===== config.mk =====
export PLATFORM = sky130hd
export DESIGN_NAME = adc_average_threshold_trigger_unit
export DESIGN_NICKNAME = d
export VERILOG_FILES = /design/src/rtl/aatt_pkg.sv /design/src/rtl/adc_average_threshold_trigger_unit.sv
export SDC_FILE = /design/constraint.sdc
export NUM_CORES = 1
export LEC_CHECK = 0
export ABC_AREA = 1
export BUFFER_PORTS_ARGS = -buffer_cell sky130_fd_sc_hd__buf_2
export CAP_MARGIN = 20
export CORE_MARGIN = 5
export CORE_UTILIZATION = 61
export DETAILED_ROUTE_END_ITERATION = 16
export GPL_TIMING_DRIVEN = 0
export PLACE_DENSITY = 0.93
export SLEW_MARGIN = 20
export SYNTH_ARGS = -nofsm -noshare
export SYNTH_HDL_FRONTEND = slang
export SYNTH_SLANG_ARGS = --single-unit

===== constraint.sdc =====
create_clock -name i_clk -period 6.9 [get_ports i_clk]
set_clock_uncertainty 0.05 [all_clocks]
set_input_delay 0.345 -clock i_clk [delete_from_list [all_inputs] [get_ports i_clk]]
set_output_delay 0.345 -clock i_clk [all_outputs]
set_load 0.02 [all_outputs]

===== src/rtl/aatt_pkg.sv =====
// Shared constants, codes and derived widths for the averaging threshold trigger.
`default_nettype none

package aatt_pkg;

    // Samples per block average
    localparam int AVERAGE_LENGTH = 5;

    // Field widths
    localparam int SAMPLE_W = 12;
    localparam int LEVEL_W  = 8;
    localparam int REG_W    = 9;
    localparam int MODE_W   = 2;
    localparam int CFG_IDX_W  = 3;
    localparam int CFG_DATA_W = 9;

    // Running sum and sample counter widths
    localparam int SUM_W = $clog2(((1 << LEVEL_W) - 1) * AVERAGE_LENGTH + 1);
    localparam int CNT_W = $clog2(AVERAGE_LENGTH + 1);

    // Reciprocal multiply for floor(sum / AVERAGE_LENGTH), exact over the whole sum range
    localparam int RECIP_SHIFT = SUM_W + $clog2(AVERAGE_LENGTH);
    localparam int RECIP_W     = RECIP_SHIFT + 1;
    localparam logic [RECIP_W-1:0] RECIP_MULT =
        RECIP_W'(((64'd1 << RECIP_SHIFT) + 64'(AVERAGE_LENGTH) - 64'd1) / 64'(AVERAGE_LENGTH));
    localparam int PROD_W = SUM_W + RECIP_W;

    localparam logic [CNT_W-1:0] AVG_COUNT = CNT_W'(AVERAGE_LENGTH);

    // Trigger modes (code 3 is reserved)
    localparam logic [MODE_W-1:0] MODE_NONE   = 2'd0;
    localparam logic [MODE_W-1:0] MODE_MAP    = 2'd1;
    localparam logic [MODE_W-1:0] MODE_SWITCH = 2'd2;

    // Item commands
    localparam logic CMD_SAMPLE = 1'b0;
    localparam logic CMD_EVAL   = 1'b1;

    // Configuration register indexes
    localparam logic [CFG_IDX_W-1:0] CFG_TRIGGER_MODE    = 3'd0;
    localparam logic [CFG_IDX_W-1:0] CFG_MAP_REGISTER    = 3'd1;
    localparam logic [CFG_IDX_W-1:0] CFG_THRESHOLD_LEVEL = 3'd2;
    localparam logic [CFG_IDX_W-1:0] CFG_RISE_REGISTER   = 3'd3;
    localparam logic [CFG_IDX_W-1:0] CFG_RISE_VALUE      = 3'd4;
    localparam logic [CFG_IDX_W-1:0] CFG_FALL_REGISTER   = 3'd5;
    localparam logic [CFG_IDX_W-1:0] CFG_FALL_VALUE      = 3'd6;

endpackage

`default_nettype wire


===== src/rtl/adc_average_threshold_trigger_unit.sv =====
// Top level of the averaging threshold trigger for one analog channel.
`default_nettype none

// One analog trigger channel. Sample items (tuser = 0) carry a 12-bit converter value; its
// top 8 bits are summed, and every AVERAGE_LENGTH samples the floor of the block average
// becomes the current level. Evaluate items (tuser = 1) compare the current level with the
// level recorded at the last effective evaluation and, in map or switch mode, may produce one
// register write item on the master side. Each item is processed in the
// cycle it is accepted and any result lands in the output register, so one item per clock
// is sustained while the master side keeps up. The slave side stalls only while a result sits
// in the output register and the master side is not ready. Configuration writes take effect
// at the next edge and are to be made while no item is in flight.
module adc_average_threshold_trigger_unit (
    input  wire logic                          i_clk,
    input  wire logic                          i_rst_n,
    // Configuration write port
    input  wire logic                          i_cfg_wr_en,
    input  wire logic [aatt_pkg::CFG_IDX_W-1:0]  i_cfg_index,
    input  wire logic [aatt_pkg::CFG_DATA_W-1:0] i_cfg_wdata,
    // Slave side
    input  wire logic                          i_s_axis_tvalid,
    output logic                               o_s_axis_tready,
    input  wire logic [15:0]                   i_s_axis_tdata,  // [11:0] sample
    input  wire logic                          i_s_axis_tuser,  // [0] command
    // Master side
    output logic                               o_m_axis_tvalid,
    input  wire logic                          i_m_axis_tready,
    output logic [23:0]                        o_m_axis_tdata   // [8:0] write_register, [16:9] write_value
);
    import aatt_pkg::*;

    // Configuration registers
    logic [MODE_W-1:0]  r_trigger_mode;
    logic [REG_W-1:0]   r_map_register;
    logic [LEVEL_W-1:0] r_threshold_level;
    logic [REG_W-1:0]   r_rise_register;
    logic [LEVEL_W-1:0] r_rise_value;
    logic [REG_W-1:0]   r_fall_register;
    logic [LEVEL_W-1:0] r_fall_value;

    // Channel state
    logic [SUM_W-1:0]   r_sample_sum,   n_sample_sum;
    logic [CNT_W-1:0]   r_sample_count, n_sample_count;
    logic [SUM_W-1:0]   r_block_sum,    n_block_sum;
    logic [LEVEL_W-1:0] r_prev_level,   n_prev_level;

    // Output register
    logic               r_out_valid,    n_out_valid;
    logic [REG_W-1:0]   r_out_register, n_out_register;
    logic [LEVEL_W-1:0] r_out_value,    n_out_value;

    logic               w_accept;
    logic               w_command;
    logic [LEVEL_W-1:0] w_sample8;
    logic [SUM_W-1:0]   w_sum_next;
    logic [CNT_W-1:0]   w_count_next;
    logic [PROD_W-1:0]  w_prod;
    logic [LEVEL_W-1:0] w_cur_level;
    logic               w_rise;
    logic               w_fall;

    // Take an item whenever the output register is free or being emptied
    assign o_s_axis_tready = !r_out_valid || i_m_axis_tready;
    assign w_accept        = i_s_axis_tvalid && o_s_axis_tready;
    assign w_command       = i_s_axis_tuser;
    assign w_sample8       = i_s_axis_tdata[SAMPLE_W-1 -: LEVEL_W];

    assign w_sum_next   = r_sample_sum + SUM_W'(w_sample8);
    assign w_count_next = r_sample_count + CNT_W'(1);

    // Current level: floor(block sum / AVERAGE_LENGTH) by reciprocal multiply
    assign w_prod      = PROD_W'(r_block_sum) * PROD_W'(RECIP_MULT);
    assign w_cur_level = w_prod[RECIP_SHIFT +: LEVEL_W];

    // Strict threshold crossings
    assign w_rise = (w_cur_level > r_threshold_level) && (r_prev_level < r_threshold_level);
    assign w_fall = (w_cur_level < r_threshold_level) && (r_prev_level > r_threshold_level);

    // Next state and result
    always_comb begin
        n_sample_sum   = r_sample_sum;
        n_sample_count = r_sample_count;
        n_block_sum    = r_block_sum;
        n_prev_level   = r_prev_level;
        n_out_valid    = r_out_valid && !i_m_axis_tready;
        n_out_register = r_out_register;
        n_out_value    = r_out_value;

        if (w_accept) begin
            if (w_command == CMD_SAMPLE) begin
                // Gather a sample; close the block when it is full
                if (w_count_next >= AVG_COUNT) begin
                    n_block_sum    = w_sum_next;
                    n_sample_sum   = '0;
                    n_sample_count = '0;
                end else begin
                    n_sample_sum   = w_sum_next;
                    n_sample_count = w_count_next;
                end
            end else if (r_trigger_mode != MODE_NONE && w_cur_level != r_prev_level) begin
                // Evaluate and record the level
                n_prev_level = w_cur_level;
                case (r_trigger_mode)
                    MODE_MAP: begin
                        n_out_valid    = 1'b1;
                        n_out_register = r_map_register;
                        n_out_value    = w_cur_level;
                    end
                    MODE_SWITCH: begin
                        if (w_rise) begin
                            n_out_valid    = 1'b1;
                            n_out_register = r_rise_register;
                            n_out_value    = r_rise_value;
                        end else if (w_fall) begin
                            n_out_valid    = 1'b1;
                            n_out_register = r_fall_register;
                            n_out_value    = r_fall_value;
                        end
                    end
                    default: begin
                    end
                endcase
            end
        end
    end

    // Hold configuration, state and the output register
    always_ff @(posedge i_clk) begin
        if (!i_rst_n) begin
            r_trigger_mode    <= MODE_NONE;
            r_map_register    <= '0;
            r_threshold_level <= '0;
            r_rise_register   <= '0;
            r_rise_value      <= '0;
            r_fall_register   <= '0;
            r_fall_value      <= '0;
            r_sample_sum      <= '0;
            r_sample_count    <= '0;
            r_block_sum       <= '0;
            r_prev_level      <= '0;
            r_out_valid       <= 1'b0;
        end else begin
            if (i_cfg_wr_en) begin
                case (i_cfg_index)
                    CFG_TRIGGER_MODE:    r_trigger_mode    <= i_cfg_wdata[MODE_W-1:0];
                    CFG_MAP_REGISTER:    r_map_register    <= i_cfg_wdata[REG_W-1:0];
                    CFG_THRESHOLD_LEVEL: r_threshold_level <= i_cfg_wdata[LEVEL_W-1:0];
                    CFG_RISE_REGISTER:   r_rise_register   <= i_cfg_wdata[REG_W-1:0];
                    CFG_RISE_VALUE:      r_rise_value      <= i_cfg_wdata[LEVEL_W-1:0];
                    CFG_FALL_REGISTER:   r_fall_register   <= i_cfg_wdata[REG_W-1:0];
                    CFG_FALL_VALUE:      r_fall_value      <= i_cfg_wdata[LEVEL_W-1:0];
                    default: begin
                    end
                endcase
            end
            r_sample_sum   <= n_sample_sum;
            r_sample_count <= n_sample_count;
            r_block_sum    <= n_block_sum;
            r_prev_level   <= n_prev_level;
            r_out_valid    <= n_out_valid;
        end
    end

    // Payload of the output register
    always_ff @(posedge i_clk) begin
        r_out_register <= n_out_register;
        r_out_value    <= n_out_value;
    end

    assign o_m_axis_tvalid = r_out_valid;
    assign o_m_axis_tdata  = {7'd0, r_out_value, r_out_register};

    // A sample item never produces a result
    a_sample_no_result: assert property (@(posedge i_clk) disable iff (!i_rst_n)
        w_accept && (w_command == CMD_SAMPLE) |=> !o_m_axis_tvalid)
        else $error("result produced by a sample item");

    // The counter never reaches the block length
    a_count_range: assert property (@(posedge i_clk) disable iff (!i_rst_n)
        r_sample_count < AVG_COUNT)
        else $error("sample counter out of range");

    // A held result blocks the slave side
    a_stall: assert property (@(posedge i_clk) disable iff (!i_rst_n)
        r_out_valid && !i_m_axis_tready |-> !o_s_axis_tready)
        else $error("item accepted while result stalled");

    // An unchanged level leaves the recorded level alone
    a_prev_hold: assert property (@(posedge i_clk) disable iff (!i_rst_n)
        w_accept && (w_command == CMD_EVAL) && (w_cur_level == r_prev_level)
        |=> $stable(r_prev_level))
        else $error("recorded level changed on an unchanged evaluation");

endmodule

`default_nettype wire


==> results of run 1 <==
==> Yosys cell counts (all sizes together) <==
master,number
o31ai,1
o211ai,1
o21bai,4
nand2,168
a21oi,65
edfxtp,17
o22ai,8
and2,1
nand3b,3
inv,179
a211oi,2
a21o,2
nand3,42
o221ai,1
o21ai,95
buf,7
nor2,151
clkbuf,20
fa,32
nand4,9
xnor2,9
dfxtp,87
nor3b,1
conb,1
nor3,7
xor2,4
ha,92
clkinv,5
==> where the power goes <==
| group | leakage [nW] | internal, mW | switching, mW |
|---|---|---|---|
| clock network | 0.151 | 0.261 | 0.260 |
| registers | 0.868 | 0.630 | 0.00943 |
| logic | 3.29 | 0.0551 | 0.107 |
==> worst max-delay path, stage by stage, from the launching register on <==
cell and delay [ns]:
dfxtp_1 0.41, inv_1 0.12, ha_1 0.35, fa_1 0.54, inv_1 0.08, fa_1 0.51, inv_1 0.05, fa_1 0.52
fa_1 0.56, inv_1 0.04, ha_1 0.33, a21oi_1 0.23, nand2_1 0.11, a21oi_1 0.19, nand3b_1 0.12, nand2_1 0.22
inv_1 0.08, ha_1 0.30, nand2_1 0.07, o21ai_0 0.17, nand2_1 0.07, o211ai_1 0.12, nand3_2 0.11, buf_4 0.17
inv_1 0.16, clkbuf_2 0.22, o21ai_0 0.12, o22ai_1 0.23
==> logic make-up after synthesis <==
group	Yosys count
adders and majority gates	124
DFF	104
buffers and inverters	211
AOI/OAI and AO/OA	179
other	1
xor gates and xnor gates	13
and+or+nand+nor	382
==> stage by stage <==
stage	area (µm²)	std cells	hold slack [ns]	TNS (ns)	setup slack (ns)
finish	8340	1251	0.235	0	0.438
global route	8340	1251	0.222	0	0.0362
CTS	8320	1249	0.230	0	0.277
detailed placement	8010	1233	0.390	0	0.305
global placement	7990	1232	0.384	-7.42	-0.437
floorplan	7560	1020	0.374	0	0.606
==> sequential cells by signal, summed over array words and instances (netlist names), 9 cells and up <==
signal,cells
r_block_sum,11
r_sample_sum,11
r_fall_register,9
r_map_register,9
r_out_register,9
r_rise_register,9
==> metal layers <==
| metal | vias up | track usage, % | routed length (µm) |
|---|---|---|---|
| met4 | 0 | 9.52 | 522 |
| met5 | - | 0 | 0 |
| met2 | 378 | 44.0 | 8900 |
| met3 | 43 | 4.10 | 1750 |
| li1 | 3360 | - | - |
| met1 | 3192 | 34.8 | 7780 |
==> repair_timing <==
item | CTS | global route
hold buffers | 0 | 0
endpoints found under the setup margin | 0 | 25
buffers inserted | 0 | 2
gates resized for setup | 0 | 3
==> final cells by class <==
cell class / count / area (µm²) / area share (%)
well taps: 168 / 210 / 2.52
plain buffers: 27 / 129 / 1.55
inverters: 184 / 691 / 8.28
flip-flops and latches: 104 / 2250 / 27.0
clock inverters: 7 / 83.8 / 1.01
multi-input cells: 705 / 4500 / 53.9
clock buffers: 9 / 225 / 2.70
repair buffers: 47 / 250 / 3.00
==> path summary, 6_finish.rpt <==
kind                                        start                              end  slack (ns)  depth (start not counted)
setup / recovery      r_block_sum[9]$_SDFFE_PN0P_         r_out_value[6]$_DFFE_PP_        0.44                         27
hold / removal                     i_cfg_wdata[8]   r_map_register[8]$_SDFFE_PN0P_        0.23                          3
setup reg to reg      r_block_sum[9]$_SDFFE_PN0P_         r_out_value[6]$_DFFE_PP_        0.44                         27
hold reg to reg   r_rise_register[5]$_SDFFE_PN0P_  r_rise_register[5]$_SDFFE_PN0P_        0.40                          2
==> summary.txt, run 1 <==
outcome - finished clean
Avg Inst Size Synth - 7.43 µm²
most frequent cells in the layout - 179 x inv_1, 159 x nand2_1, 146 x nor2_1
largest family of logic cells by synthesized area - adder cells
DRC viols - 0
Unique masters post-synth - 33
clk buf depth - 2
P&R area growth vs syn - 10.7%
aggregate global routing overflow - 0
layout cells sized above 1 - 8.49%
synthesized area - 0.00753 mm²
post-layout util - 69.1%
Critical Path Fanout Max - 10
cell leakage power - 4.31 nW
Syn Inst Count - 1014
final worst path period share - 93.7%
Clock transition at path regs - 0.08 ns
share of the synthesized area in the top cell type - 23.1%
Die Ht - 121 µm
Vias - 6973
min cycle time layout - 6.46 ns
Pins Over Slew Limit - 0
compound-cell area share of the yosys netlist - 12.4%
slew margin rel. - 52.0%
Initial Util - 62.5%
Synth area leaders - dfxtp_1 23%, ha_1 15%, inv_1 8.9%, fa_1 8.5%, nand2_1 7.9%
CP Capture Type - flip-flop
Pre-antenna DRT Iters - 6
nets - 1236
FMAX - 0.155 GHz
port buffer count - 44
worst vdd ir - 204 µV
global-route wire length before repair - 31100 µm
# setup viols final - 0
critical path launch point type - flip-flop
critical path class - flip-flop to flip-flop
Tot GR Track Use - 26.4%
most common cell after layout, fill and taps aside - inv_1
Post-DRT Antenna Nets - 0
cts bufs inserted - 9
initial antenna violation count - 0
adder-cell share of the synthesized area - 23.8%
Pwr per Cell Area - 159 mW/mm²
Die Width - 121 µm
Overall Power - 1.32 mW
#FFs+latches synth - 104
overall routed net length - 18900 µm
core area - 0.0121 mm²
FILL cells - 916
RSZ-0062 raised after global routing - no
drt initial violations - 627
worst-margin pin slew - 0.717 ns
num rows - 40
max-cap violation count - 0
via density per instance - 5.57
CP arrival - 6.58 ns
Seq/Total Area, Yosys - 29.9%
HPWL after DPL - 14700 µm
mux cell area share after synthesis - 0%
I/O pin cnt - 60
Hold Path Class - input pin to flip-flop
# H-tree levels - 3
largest area contributor in the netlist - dfxtp_1
worst skew pair latency - 0.36 ns
Post-Synth Simple-Gate Area - 21.5%
ant diodes - 0
xor/xnor share of the synthesized area - 1.51%
YS warnings - 0
die area - 0.0147 mm²
gpl congestion - 0.900
Root Buffer - clkbuf_16
largest net degree at the start of global routing - 22
Avg WL per Cell - 15.1 µm
vias in the first global route - 6655
endpoints failing hold - 0
required time worst endpoint - 7.01 ns
CTS tree - built
CTS sink cnt - 104
No activity file was read; power rests on OpenSTA's default activity.
==> inputs of run 2 (changes only) <==
CORE_UTILIZATION = 38   (was 61)
PLACE_DENSITY = 0.67   (was 0.93)
clock period = 8.2 ns   (was 6.9 ns; I/O delays follow)
==> run 2 against run 1 <==
Fmax decreased by 3.2%. Register-to-register slack improved by 1.1 ns. First-iteration DRC count decreased by 46%. Combinational power decreased by 18%. Worst hold slack improved by 0.085 ns. Critical endpoint is now r_out_register[5]$_DFFE_PP_. Largest cell class unchanged.
==> summary.txt, run 2 (same netlist as run 1, synthesis figures left out) <==
Initial Util - 38.7% (was 62.5%)
final worst path period share - 81.4% (was 93.7%)
HPWL after DPL - 14700 µm (about the same)
worst vdd ir - 131 µV (was 204 µV)
layout cells sized above 1 - 8.23% (was 8.49%)
required time worst endpoint - 8.21 ns (was 7.01 ns)
vias in the first global route - 6255 (was 6655)
gpl congestion - 0.882 (was 0.900)
Avg WL per Cell - 13.6 µm (was 15.1 µm)
worst-margin pin slew - 0.743 ns (was 0.717 ns)
Worst path slowest cell - fa_1 (unchanged)
most frequent cells in the layout - 179 x inv_1, 159 x nand2_1, 146 x nor2_1 (unchanged)
I/O pin cnt - 60 (unchanged)
nets - 1234 (was 1236)
# H-tree levels - 3 (unchanged)
worst skew pair latency - 0.36 ns (about the same)
most common cell after layout, fill and taps aside - inv_1 (unchanged)
cell family with most CP delay - adder cells (unchanged)
post-route design area - 0.00842 mm² (was 0.00834 mm²)
Pre-antenna DRT Iters - 5 (was 6)
CP Capture Type - flip-flop (unchanged)
Pwr per Cell Area - 131 mW/mm² (was 159 mW/mm²)
critical path launch point type - flip-flop (unchanged)
Root Buffer - clkbuf_16 (unchanged)
overall routed net length - 18300 µm (was 18900 µm)
cts bufs inserted - 9 (unchanged)
Final TNS setup - 0 ns (unchanged)
DRC viols - 0 (unchanged)
port buffer count - 44 (unchanged)
global-route wire length before repair - 30600 µm (was 31100 µm)
die area - 0.0227 mm² (was 0.0147 mm²)
largest registers - r_block_sum: 11 flops, r_sample_sum: 11 flops (unchanged)
hold_buf cts - 0 (unchanged)
Vias - 6493 (was 6973)
outcome - finished clean (unchanged)
max-cap violation count - 0 (unchanged)
ant diodes - 0 (unchanged)
clk buf depth - 2 (unchanged)
Die Ht - 151 µm (was 121 µm)
Clock transition at path regs - 0.08 ns (about the same)
slew margin rel. - 50.3% (was 52.0%)
FMAX - 0.150 GHz (was 0.155 GHz)
num rows - 51 (was 40)
cell leakage power - 4.29 nW (was 4.31 nW)
aggregate global routing overflow - 0 (unchanged)
CTS tree - built (unchanged)
RSZ-0062 raised after global routing - no (unchanged)
# setup viols final - 0 (unchanged)
Post-DRT Antenna Nets - 0 (unchanged)
CP peak stage delay - 0.55 ns (was 0.56 ns)
Hold Path Class - input pin to flip-flop (unchanged)
core area - 0.0195 mm² (was 0.0121 mm²)
endpoints failing hold - 0 (unchanged)
initial antenna violation count - 0 (unchanged)
post-CTS resize count - 0 (unchanged)
Pins Over Slew Limit - 0 (unchanged)
P&R area growth vs syn - 11.8% (was 10.7%)
WP buf/inv - 6 (was 8)
largest net degree at the start of global routing - 20 (was 22)
post-CTS setup buffer count - 0 (unchanged)
dpl cell area - 0.00812 mm² (was 0.00801 mm²)
critical path class - flip-flop to flip-flop (unchanged)
CP arrival - 6.69 ns (was 6.58 ns)
via density per instance - 4.82 (was 5.57)
CTS sink cnt - 104 (unchanged)
Critical Path Fanout Max - 14 (was 10)
drt initial violations - 341 (was 627)
Tot GR Track Use - 16.9% (was 26.4%)
min cycle time layout - 6.68 ns (was 6.46 ns)
Die Width - 151 µm (was 121 µm)
==> run 2: layout make-up <==
type	count	area, µm²
Timing Repair Buffer	45	231
Tap cell	265	332
Sequential cell	104	2250
Multi-Input combinational cell	705	4490
Clock inverter	6	61.3
Fill cell	1972	11000
Clock buffer	10	239
Buffer	27	128
Inverter	184	691
==> run 2: final timing paths <==
path,startpoint,endpoint,slack [ns],depth (start not counted)
hold / removal,i_cfg_wdata[8],r_map_register[8]$_SDFFE_PN0P_,0.32,3
setup / recovery,r_block_sum[9]$_SDFFE_PN0P_,r_out_register[5]$_DFFE_PP_,1.52,26
setup reg to reg,r_block_sum[9]$_SDFFE_PN0P_,r_out_register[5]$_DFFE_PP_,1.52,26
hold reg to reg,r_rise_register[2]$_SDFFE_PN0P_,r_rise_register[2]$_SDFFE_PN0P_,0.40,2
==> run 2: report_power, final <==
part	internal (mW)	total, mW	leakage (nW)	switching, mW
Combinational	0.0439	0.133	3.28	0.0892
Clock	0.221	0.430	0.144	0.208
Sequential	0.530	0.538	0.868	0.00736
==> run 2: tightest hold or removal path, cell delays in order <==
cell and delay [ns]:
buf_2 0.13, nor2_1 0.05, nor2_1 0.10
==> run 2: per-layer routing <==
metal	global-route usage, %	share of wire [%]
met2	27.3	46
met3	2.33	4.2
met4	5.89	2.5
met1	23.4	48
met5	0	0
==> run 2: per-stage QoR <==
| stage | utilization (%) | power, mW | hold WS, ns | cells | worst slack [ns] |
|---|---|---|---|---|---|
| 3_3_place_gp | 41.7 | 0.679 | 0.384 | 1329 | 0.806 |
| 2_1_floorplan | - | 0.639 | 0.374 | 1020 | 1.91 |
| 6_report | 43.3 | 1.10 | 0.319 | 1346 | 1.52 |
| 5_1_grt | 43.3 | 1.15 | 0.341 | 1346 | 1.04 |
| 3_5_place_dp | 41.7 | 0.681 | 0.389 | 1330 | 1.60 |
| 4_1_cts | 43.3 | 1.11 | 0.315 | 1346 | 1.59 |
